<file path="src/rtl/core/psse_pkg.sv">
// ----------------------------------------------------------------------------
// Per-user stack engine package
// Shared widths, operation codes and control types for the stack engine.
// ----------------------------------------------------------------------------
package psse_pkg;

  localparam int OP_W     = 3;
  localparam int USER_W   = 4;
  localparam int ID_W     = 32;
  localparam int DEPTH_OUT_W = 5;

  localparam int USERS_DEF = 16;
  localparam int DEPTH_DEF = 16;

  localparam logic [OP_W-1:0] OP_PUSH  = 3'd0;
  localparam logic [OP_W-1:0] OP_POP   = 3'd1;
  localparam logic [OP_W-1:0] OP_PEEK  = 3'd2;
  localparam logic [OP_W-1:0] OP_QUERY = 3'd3;
  localparam logic [OP_W-1:0] OP_CLEAR = 3'd4;

  // Identifier returned by a pop or peek of an empty stack.
  localparam logic [ID_W-1:0] EMPTY_ID = '1;

  // Control of the fill count memory.
  typedef struct packed {
    logic rd;
    logic wr;
    logic clr;
  } fill_ctl_t;

endpackage

</file>
<file path="src/rtl/core/psse_fill_mem.sv">
// ----------------------------------------------------------------------------
// Fill count memory
// One fill count per user in a synchronous memory, with a valid bit per
// user so that a clear of all stacks only resets the valid bits.
// ----------------------------------------------------------------------------
module psse_fill_mem import psse_pkg::*; #(
  parameter int USERS = USERS_DEF,
  parameter int UW    = 4,
  parameter int FW    = 5
) (
  input  logic          clk_i,
  input  logic          rst_ni,
  input  fill_ctl_t     ctl_i,
  input  logic [UW-1:0] rd_addr_i,
  input  logic [UW-1:0] wr_addr_i,
  input  logic [FW-1:0] wr_data_i,
  output logic [FW-1:0] rd_data_o
);

  logic [FW-1:0]    mem [USERS];
  logic [USERS-1:0] vld_q;
  logic [FW-1:0]    rd_data_q;
  logic             rd_vld_q;

  always_ff @(posedge clk_i) begin
    if (ctl_i.wr) begin
      mem[wr_addr_i] <= wr_data_i;
    end
    if (ctl_i.rd) begin
      rd_data_q <= mem[rd_addr_i];
    end
  end

  always_ff @(posedge clk_i or negedge rst_ni) begin
    if (!rst_ni) begin
      vld_q    <= '0;
      rd_vld_q <= 1'b0;
    end else begin
      if (ctl_i.clr) begin
        vld_q <= '0;
      end else if (ctl_i.wr) begin
        vld_q[wr_addr_i] <= 1'b1;
      end
      if (ctl_i.rd) begin
        rd_vld_q <= vld_q[rd_addr_i];
      end
    end
  end

  // A count that was never written since the last clear reads as zero.
  assign rd_data_o = rd_vld_q ? rd_data_q : '0;

endmodule

</file>
<file path="config.mk">
export PLATFORM = sky130hd
export DESIGN_NAME = psse_fill_mem
export DESIGN_NICKNAME = d
export VERILOG_FILES = /design/src/rtl/core/psse_pkg.sv /design/src/rtl/core/psse_fill_mem.sv
export SDC_FILE = /design/constraint.sdc
export NUM_CORES = 1
export LEC_CHECK = 0
export ABC_AREA = 1
export BUFFER_PORTS_ARGS = -buffer_cell sky130_fd_sc_hd__buf_4
export CAP_MARGIN = 20
export CORE_UTILIZATION = 25
export DETAILED_ROUTE_END_ITERATION = 10
export PLACE_DENSITY_LB_ADDON = 0.1
export SYNTH_ARGS = -nofsm -noshare
export SYNTH_HDL_FRONTEND = slang
export SYNTH_SLANG_ARGS = --single-unit
export TNS_END_PERCENT = 100
</file>
<file path="constraint.sdc">
create_clock -name clk_i -period 1.75 [get_ports clk_i]
set_input_delay 0.2625 -clock clk_i [delete_from_list [all_inputs] [get_ports clk_i]]
set_output_delay 0.2625 -clock clk_i [all_outputs]
set_load 0.01 [all_outputs]
</file>
Word level (Yosys, flattened, before mapping):

Memories as Yosys holds them, arrays and structs flattened. A register that Yosys moved wholly into a read port is not among the register bits.
Cells that the tools add are included.

* $lt $le $gt $ge: 3
* reduce and logical (&&, ||, !) cells: 2
* div/mod/pow operators: 0
* shift operators: 0
* multiply operators: 0
* multiplexer cells: 9
* bitwise operators: 1
* equality and inequality tests: 0
* $add $sub $neg: 0

Operators with widths (count)
* 16-bit 2-to-1 mux: 2
* 16-bit bitwise OR: 1
* 4-bit by 5-bit < comparator with 1-bit output (second input constant): 2
* 5-bit 2-to-1 mux: 1
* 1-bit binary-select mux with 4-bit select: 1
* 1-bit demux with 4-bit select: 1
* 4-bit by 1-bit greater-or-equal comparator with 1-bit output (second input constant): 1
* 1-bit 2-to-1 mux: 4
* 2-bit nonzero test: 1
* 1-bit logical AND: 1

* bits in writable memories: 80
* input port bits: 18
* output and inout port bits: 5
* word-level logic and storage cells: 18
* register bits: 17
* bits in latches: 0
* memories kept: 1
* bits in read-only memories: 0

Memories
* mem: words 16, bits a word 5, read ports 1, clocked after Yosys merged registers in 1, wr ports 1, RTL line psse_fill_mem.sv:20 `logic [FW-1:0] mem [USERS];`

Logic depth before layout (Yosys ltp):

Gate-level depths: netlist of run 1.

* depth in word-level cells: 7
* gate-level depth with buffers: 11

Least setup slack after synthesis of run 1:

OpenSTA, ideal clock, no wires.

* path kind: input-to-reg
* start point: in rd_addr_i[0]
* end point: reg rd_data_q[1] (read register of mem) (data pin)
* cell stages on the path: 8
* library setup time: 0.253 ns
* data required time: 1.497 ns
* slack: 0.542 ns
* arrival: 0.955 ns
* path buffers: 3
* cell sequence: buf_6 > inv_6 > buf_12 > buf_12 > nor2_2 > o211ai_1 > nand3_1 > nand2_1

RTL lines
* start: declaration: RTL line psse_fill_mem.sv:14 `input logic [UW-1:0] rd_addr_i,`
* end: declaration: RTL line psse_fill_mem.sv:22 `logic [FW-1:0] rd_data_q;`

Worst setup path after layout of run 1:

* start point: reg rd_vld_q
* end point: out rd_data_o[4]

* cells in the longest elaborated chain, start to end: 1

RTL lines
* start: declaration: RTL line psse_fill_mem.sv:23 `logic rd_vld_q;`
* start signal: assignment: RTL line psse_fill_mem.sv:45 `rd_vld_q <= vld_q[rd_addr_i];`
* 5-bit 2-to-1 mux: RTL line psse_fill_mem.sv:51 `assign rd_data_o = rd_vld_q ? rd_data_q : '0;`
* end: declaration: RTL line psse_fill_mem.sv:17 `output logic [FW-1:0] rd_data_o`

Every way passes these cells.

==> results.yml, run 1 <==
clock_tree:
  cts_max_path_buffers: 2
  cts.root.buffer_cell: "clkbuf_16"
  cts_sinks: 102
  clk_latency_ns: 0.35
  cts_buffers: 9
  clk_pin_slew_ns: 0.07
  ctsResizeCount: 0
  cts_tree: "done"
  h-tree-depth: 3
  ctsHoldBuffers: 1
  postCtsSetupRepairBufs: 0
timing:
  setup_viol: 0
  final.min_clock_period_ns: 1.412
  fmax_ghz: 0.7080
  final_max_slew_viol_count: 0
  worst_pin_slew_ns: 0.3759
  finalCritPeriodShare_pct: 80.71
  timing.hold.ws_ns: 0.2044
  hold_viol: 0
  tns_ns: 0
  worst_slack_ns: 0.3375
  slew_headroom_pct: 74.94
  fin_skew_ns: 0.007617
  rsz0062_at_grt: "false"
placement:
  dp_hpwl_um: 7197
  gp_congestion: 0.7312
  dp_slack_ns: 0.2282
  portBuffers: 22
  placed_cell_area_um2: 4740
route:
  totalWireLength_um: 10740
  drt_iter0_drc: 189
  drc_errors: 0
  ant_nets: 0
  num_vias: 2768
  drt-vias-per-instance: 4.387
  wire_per_inst_um: 17.01
  dr.pass1.iters: 4
worst_setup_path:
  path_class: "register to output pin"
  startpoint: "rd_vld_q"
  worstPathCellList: "nand2_1 -> inv_1 -> buf_4"
  r2r-start: "mem[9][0]"
  worst_ep_arrival_time_ns: 1.15
  worstPathRequired_ns: 1.49
  crit_path_end: "rd_data_o[4]"
  r2r-end: "rd_data_q[0]"
  crit_fanout: 6
  endpoint_kind: "output pin"
  rrSetupSlack_ns: 0.52
  reg2regPathDepth: 6
  cpPeakStageDelay_ns: 0.50
  start_kind: "register"
  slowest_stage: "dfrtp_1"
yosys:
  ys_seq_area_share_pct: 70.12
  ys_ff_latch: 102
  synth_cells: 368
  syn_nets: 386
  synth_area_um2: 4247
  ys_types: 17
  syn_area_per_cell_um2: 11.54
  yosysWarnings: 0
final_layout:
  final_area_um2: 5016
  fillerInstances: 1733
  drive_gt1_share_pct: 18.73
  area_delta_synth_final_pct: 18.12
  multiInputGateArea_um2: 1059
  nets: 424
  num_antenna_cells: 0
  seq_area_um2: 2978
pwr:
  power_density_nw_per_um2: 986.4
  power.switching_mw: 1.159
  p_int_mw: 3.789
  cellLeakagePower_nw: 1.853
  sequentialPowerShare_pct: 54.9
  p_comb_share_pct: 7.5
  peakVddDrop_v: 0.0004636
  p_sw_share_pct: 23.42
  clkPwrFrac_pct: 37.6
die:
  rows: 47
  fp.dieW_um: 132.3
  ioPinCount: 23
  start_util_pct: 25.61
  design.die.area_um2: 17510
  coreArea_um2: 16580
  fp.dieH_um: 132.3
flow_run:
  drv_cap: 0
global_route:
  grt_usage_pct: 13.33
  overflow: 0
  grt_max_degree: 49
  first_global_vias: 2953
  grt_pass1_wl_um: 17170
  antenna_found_initial: 0
min_path:
  hp-class: "primary input to register"
run_status:
  status: "finished, final reports clean"
-- per-stage QoR --
stage | instances | utilization, % | total power [mW]
after CTS | 631 | 30.25 | 5.028
after global routing | 631 | 30.25 | 5.140
after floorplan | 368 | - | 2.968
final | 631 | 30.25 | 4.948
after global placement | 614 | 28.58 | 3.150
after detailed placement | 614 | 28.58 | 3.149
-- registers in the layout, summed over array words and instances (netlist names) --
signal and count:
mem 80, rd_data_q 5, rd_vld_q 1, vld_q 16
-- routing by layer --
metal	GRT usage, %	wire length, µm	vias to the layer above
met5	0	0	-
met4	3.640	119	0
met3	3.499	328	7
met2	20.94	4936	38
met1	18.12	5352	1379
li1	-	-	1344
-- power by group through the flow --
stage,clock network [mW],logic (mW),registers [mW]
after floorplan,0,0.206,2.76
after global placement,0,0.379,2.77
after detailed placement,0,0.379,2.77
after CTS,1.93,0.382,2.72
after global routing,2.00,0.420,2.72
final,1.86,0.369,2.72
-- final cells by class --
| cell class | count | share of cell area [%] |
|---|---|---|
| Clock buffer | 11 | 4.640 |
| Clock inverter | 5 | 0.6735 |
| Inverter | 18 | 1.447 |
| Multi-Input combinational cell | 230 | 21.10 |
| Sequential cell | 102 | 59.37 |
| Tap cell | 220 | 5.488 |
| Timing Repair Buffer | 45 | 7.284 |
-- Yosys cell counts (all sizes together) --
cell / instances / area (µm²)
o211ai: 20 / 150.1
o21ai: 40 / 200.2
clkbuf: 6 / 22.52
nor2: 106 / 422.9
edfxtp: 85 / 2552
inv: 18 / 72.57
o21ba: 2 / 20.02
nand3: 24 / 120.1
nand2: 36 / 135.1
buf: 12 / 115.1
nor3: 2 / 10.01
dfrtp: 17 / 425.4
-- kinds of logic (layout without fill, tap and decap cells) --
logic type,after synthesis,in the layout,share of synthesized area [%]
buffers and inverters,36,79,4.950
and+or+nand+nor,168,168,16.21
AOI/OAI and AO/OA,62,62,8.721
DFF,102,102,70.12
-- critical path, delay by kind of cell (launching register included) --
kind	cells	cell delay, ns
flops	1	0.50
buf+inv	2	0.18
simple gates	1	0.11
-- layout by cell type (no fill, tap or decap) --
| master | n |
|---|---|
| nor2_1 | 96 |
| edfxtp_1 | 85 |
| nand2_1 | 36 |
| clkinv_1 | 1 |
| clkbuf_16 | 9 |
| dlygate4sd3_1 | 1 |
| buf_12 | 2 |
| o21ba_1 | 2 |
| clkbuf_1 | 2 |
| nor3_1 | 2 |
| inv_2 | 9 |
| o21ai_0 | 40 |
| inv_1 | 8 |
| nor2_2 | 10 |
| nand3_1 | 24 |
| buf_4 | 42 |
| o211ai_1 | 20 |
| inv_6 | 3 |
| clkinv_2 | 1 |
| dfrtp_1 | 17 |
| clkinvlp_4 | 1 |
-- how the worst min path moves through the flow --
stage / start / to / slack, ns / depth (start not counted)
floorplan: rst_ni / rd_vld_q / -0.03 / 0
global placement: rst_ni / vld_q[0] / 0.15 / 1
detailed placement: rst_ni / vld_q[4] / 0.15 / 1
CTS: ctl_i[2] / rd_data_q[3] / 0.19 / 1
global route: ctl_i[2] / rd_data_q[3] / 0.19 / 1
finish: ctl_i[2] / rd_data_q[3] / 0.20 / 1
Power figures use the tool's default switching activity.
==> inputs of run 2 (changes only) <==
==> constraint.sdc (replaced) <==
create_clock -name clk_i -period 1.1 [get_ports clk_i]
set_input_delay 0.165 -clock clk_i [delete_from_list [all_inputs] [get_ports clk_i]]
set_output_delay 0.165 -clock clk_i [all_outputs]
set_load 0.01 [all_outputs]
==> results.yml, run 2 (synthesized netlist as in run 1, its figures left out) <==
final_layout:
  reg_top3: "mem x80, vld_q x16, rd_data_q x5"
  final_cells: 639
  drive_gt1_share_pct: 22.20
  fillerInstances: 1722
  largest_reg_flops: 80
  num_antenna_cells: 0
  layout_commonest_cell: "nor2_1"
  most-common-layout-cells: "nor2_1 (95), edfxtp_1 (85), buf_4 (40)"
  area_delta_synth_final_pct: 23.54
  final_area_um2: 5246
  fin_util_pct: 31.64
  nets: 432
  top_register: "mem"
run_status:
  violations: "negative setup slack"
  status: "finished with violations"
worst_setup_path:
  rrSetupSlack_ns: -0.09
  worst_path_most_repeated_cell: "nor2_1"
  cpPeakStageDelay_ns: 0.37
  startpoint: "mem[5][3]"
  worstPathRequired_ns: 1.21
  slowest_stage: "edfxtp_1"
  crit_path_end: "rd_data_q[3]"
  worstPathCellList: "nor2_1 -> nor2_1 -> o21ai_1 -> o211ai_1 -> nand3_1 -> nand2_1"
  crit_fanout: 1
  path_class: "register to register"
  worst_ep_arrival_time_ns: 1.30
  start_kind: "register"
  endpoint_kind: "register"
  r2r-end: "rd_data_q[3]"
  reg2regPathDepth: 6
  r2r-start: "mem[5][3]"
timing:
  fmax_ghz: 0.8422
  fin_skew_ns: 0.005621
  final_max_slew_viol_count: 0
  setup_viol: 10
  rsz0062_at_grt: "true"
  worst_pin_slew_ns: 0.3453
  finalCritPeriodShare_pct: 107.9
  final.min_clock_period_ns: 1.187
  hold_viol: 0
  worst_slack_ns: -0.08733
  slew_headroom_pct: 76.88
clock_tree:
  clk_latency_ns: 0.35
  cts_sinks: 102
  clk_pin_slew_ns: 0.07
  h-tree-depth: 3
  cts_max_path_buffers: 2
  cts_tree: "done"
  cts.root.buffer_cell: "clkbuf_16"
  cts_buffers: 9
pwr:
  cellLeakagePower_nw: 1.951
  peakVddDrop_v: 0.0009219
  total_power_mw: 8.578
  power_density_nw_per_um2: 1635
global_route:
  antenna_found_initial: 0
  grt_max_degree: 49
  grt_pass1_wl_um: 17020
  first_global_vias: 2948
  grt_usage_pct: 13.47
  overflow: 0
die:
  start_util_pct: 25.61
  fp.dieH_um: 132.3
  coreArea_um2: 16580
  design.die.area_um2: 17510
  fp.dieW_um: 132.3
  ioPinCount: 23
  rows: 47
route:
  num_vias: 2825
  drt_iter0_drc: 117
  ant_nets: 0
  drt-vias-per-instance: 4.421
  totalWireLength_um: 10960
  dr.pass1.iters: 4
  wire_per_inst_um: 17.15
  drc_errors: 0
placement:
  placed_cells: 621
  placed_cell_area_um2: 4855
  portBuffers: 22
  gp_congestion: 0.7206
  dp_hpwl_um: 7567
  dp_slack_ns: -0.2789
flow_run:
  drv_cap: 0
min_path:
  hp-class: "primary input to register"
## run 2: cell types whose count changed in the layout (fill, tap and decap cells not counted), sizes merged
cell / before / now
buf: 44 / 52
bufinv: 0 / 3
clkbuf: 11 / 10
clkinv: 2 / 1
clkinvlp: 1 / 2
inv: 20 / 18
## run 2: worst min path at each step
stage | from | endpoint | slack [ns] | depth (start not counted)
after floorplan | rst_ni | rd_vld_q | -0.13 | 0
after global placement | rst_ni | vld_q[0] | 0.07 | 1
after detailed placement | rst_ni | vld_q[2] | 0.07 | 1
after CTS | ctl_i[2] | rd_data_q[1] | 0.08 | 1
after global routing | ctl_i[2] | rd_data_q[1] | 0.09 | 1
final | ctl_i[2] | rd_data_q[0] | 0.09 | 1
## run 2: stage by stage
stage          setup TNS [ns]  hold slack (ns)
4_1_cts               -0.8888          0.07896
5_1_grt                -1.585          0.08659
3_5_place_dp           -4.416          0.06747
2_1_floorplan               0          -0.1306
3_3_place_gp           -4.379          0.06605
6_report              -0.6434          0.08819
## run 2: layout make-up
class / instances / area, µm² / area share (%)
inverter: 18 / 72.57 / 1.383
multi-input combinational: 230 / 1075 / 20.49
tap: 220 / 275.3 / 5.247
timing repair buffer: 53 / 506.7 / 9.659
clock buffer: 10 / 229.0 / 4.364
sequential: 102 / 2978 / 56.76
clock inverter: 6 / 110.1 / 2.099
## run 2: layer usage
layer | track usage, % | part of all wire (%) | up-vias
met2 | 20.50 | 45 | 54
met4 | 5.300 | 1.8 | 0
met5 | 0 | 0 | -
li1 | - | - | 1365
met1 | 18.44 | 50 | 1391
met3 | 3.268 | 3.4 | 15
## run 2: where the power goes
| group | total (mW) | leakage [nW] | switching, mW | internal (mW) |
|---|---|---|---|---|
| combinational | 0.657 | 0.785 | 0.402 | 0.255 |
| sequential | 4.32 | 1.01 | 0.0354 | 4.29 |
| clock | 3.60 | 0.159 | 1.38 | 2.22 |
## run 2: what timing repair did
item / CTS / global route
hold endpoints to repair: 17 / 0
hold buffers: 1 / 0
cloned: 0 / 0
resized for setup: 14 / 8
setup endpoints to repair: 11 / 11
pin swaps: 27 / 18
setup buffers: 0 / 1
## run 2: worst max-delay path, delay by kind of cell, from the launching register on
family / cells / cell delay [ns]
flops: 1 / 0.37
simple gates: 4 / 0.32
compound gates: 2 / 0.25
==> inputs of run 3 (changes only) <==
--- a/config.mk
+++ b/config.mk
@@ -8,6 +8,8 @@
 export ABC_AREA = 1
 export BUFFER_PORTS_ARGS = -buffer_cell sky130_fd_sc_hd__buf_4
 export CAP_MARGIN = 20
+export CELL_PAD_IN_SITES_DETAIL_PLACEMENT = 1
+export CELL_PAD_IN_SITES_GLOBAL_PLACEMENT = 2
 export CORE_UTILIZATION = 25
 export DETAILED_ROUTE_END_ITERATION = 10
 export PLACE_DENSITY_LB_ADDON = 0.1
==> results.yml, run 3 (synthesized netlist as in run 1, its figures left out) <==
run_status:
  status: "finished with violations"
  violations: "negative setup slack"
global_route:
  grt_usage_pct: 14.90
  gr-usage-met2_pct: 25.03
  top_usage_layer: "met2"
  use_met1_pct: 19.22
  first_global_vias: 2991
  grt_pass1_wl_um: 18660
  grt_max_degree: 29
  antenna_found_initial: 0
  use_met3_pct: 2.038
  overflow: 0
final_layout:
  fin_util_pct: 32.47
  seq_area_um2: 2978
  most-common-layout-cells: "nor2_1 (95), edfxtp_1 (85), buf_4 (53)"
  layout_commonest_cell: "nor2_1"
  fillerInstances: 1851
  top_register: "mem"
  drive_gt1_share_pct: 25.06
  num_antenna_cells: 0
  nets: 448
  multiInputGateArea_um2: 1075
  largest_reg_flops: 80
  reg_top3: "mem x80, vld_q x16, rd_data_q x5"
  final_cells: 655
  area_delta_synth_final_pct: 26.81
worst_setup_path:
  start_kind: "register"
  slowest_stage: "edfxtp_1"
  r2r-start: "mem[5][3]"
  worstPathRequired_ns: 1.21
  worst_path_most_repeated_cell: "nor2_1"
  worst_ep_arrival_time_ns: 1.33
  worst-path-buf-inv: 0
  cpPeakStageDelay_ns: 0.37
  crit_fanout: 1
  rrSetupSlack_ns: -0.12
  r2r-end: "rd_data_q[3]"
  endpoint_kind: "register"
  path_class: "register to register"
  cp_top_family: "simple AND/OR/NAND/NOR gates"
  reg2regPathDepth: 6
  worstPathCellList: "nor2_1 -> nor2_1 -> o21ai_1 -> o211ai_1 -> nand3_1 -> nand2_1"
clock_tree:
  cts_sinks: 102
  clk_pin_slew_ns: 0.07
  clk_latency_ns: 0.35
  cts.root.buffer_cell: "clkbuf_16"
  cts_tree: "done"
  cts_buffers: 9
  h-tree-depth: 3
  cts_max_path_buffers: 2
pwr:
  peakVddDrop_v: 0.0005528
  p_sw_share_pct: 21.97
  p_comb_share_pct: 8.8
  total_power_mw: 8.326
  clkPwrFrac_pct: 39.3
  power.switching_mw: 1.829
  power_density_nw_per_um2: 1546
  sequentialPowerShare_pct: 51.9
  cellLeakagePower_nw: 2.051
  p_int_mw: 6.497
die:
  design.die.area_um2: 17510
  coreArea_um2: 16580
  start_util_pct: 25.61
  fp.dieW_um: 132.3
  rows: 47
  fp.dieH_um: 132.3
  ioPinCount: 23
timing:
  worst_slack_ns: -0.1198
  setup_viol: 10
  final.min_clock_period_ns: 1.220
  rsz0062_at_grt: "true"
  worst_pin_slew_ns: 0.2882
  hold_viol: 0
  fin_skew_ns: 0.005268
  finalCritPeriodShare_pct: 110.9
  final_max_slew_viol_count: 0
  slew_headroom_pct: 80.70
  tns_ns: -0.8898
  fmax_ghz: 0.8198
placement:
  portBuffers: 22
  dp_slack_ns: -0.3282
  gp_congestion: 0.6945
  dp_hpwl_um: 8548
  placed_cells: 633
route:
  ant_nets: 0
  wire_per_inst_um: 18.76
  dr.pass1.iters: 4
  drc_errors: 0
  num_vias: 2885
  drt_iter0_drc: 238
  drt-vias-per-instance: 4.405
  totalWireLength_um: 12290
min_path:
  hold_depth: 1
  hp-class: "primary input to register"
  hold_end: "rd_data_q[0]"
  hp-start: "ctl_i[2]"
flow_run:
  drv_cap: 0
## run 3: repair_timing
item / in CTS / in global routing
endpoints found under the hold margin: 17 / 0
cloned: 0 / 1
resized for setup: 13 / 6
pin swaps: 27 / 27
endpoints found under the setup margin: 10 / 11
hold buffers: 1 / 0
buffers inserted: 0 / 4
## run 3: metal layers
layer	wire, µm	share of wire [%]	vias to the layer above
met5	0	0	-
met4	225	1.8	0
li1	-	-	1397
met3	270	2.2	15
met2	5986	49	34
met1	5806	47	1439
## run 3: stage by stage
| step | hold WS, ns | area (µm²) |
|---|---|---|
| after floorplan | -0.1306 | 4250 |
| after global placement | 0.05051 | 4970 |
| after detailed placement | 0.05873 | 4970 |
| after CTS | 0.09493 | 5321 |
| after global routing | 0.09613 | 5385 |
| final | 0.09706 | 5385 |
## run 3: final cells by class
type | count | share of cell area [%]
sequential | 102 | 55.30
clock inverter | 2 | 0.1859
timing repair buffer | 69 | 12.43
tap | 220 | 5.112
clock buffer | 14 | 5.669
multi-input combinational | 230 | 19.96
inverter | 18 | 1.348
## run 3: how the worst max path moves through the flow
stage,to,slack (ns),from,cells past startpoint
finish,rd_data_q[3],-0.12,mem[5][3],6
floorplan,rd_data_q[1],0.003,rd_addr_i[0],8
global route,rd_data_q[0],-0.21,mem[5][0],6
global placement,rd_data_q[1],-0.35,rd_addr_i[0],7
CTS,rd_data_o[3],-0.13,rd_vld_q,3
detailed placement,rd_data_q[1],-0.33,rd_addr_i[0],7
## run 3: power by group through the flow
stage	sequential, mW	combinational (mW)	clock (mW)
5_1_grt	4.33	0.812	3.48
3_5_place_dp	4.41	0.713	0
2_1_floorplan	4.39	0.330	0
4_1_cts	4.32	0.733	3.36
6_report	4.32	0.733	3.27
3_3_place_gp	4.41	0.712	0
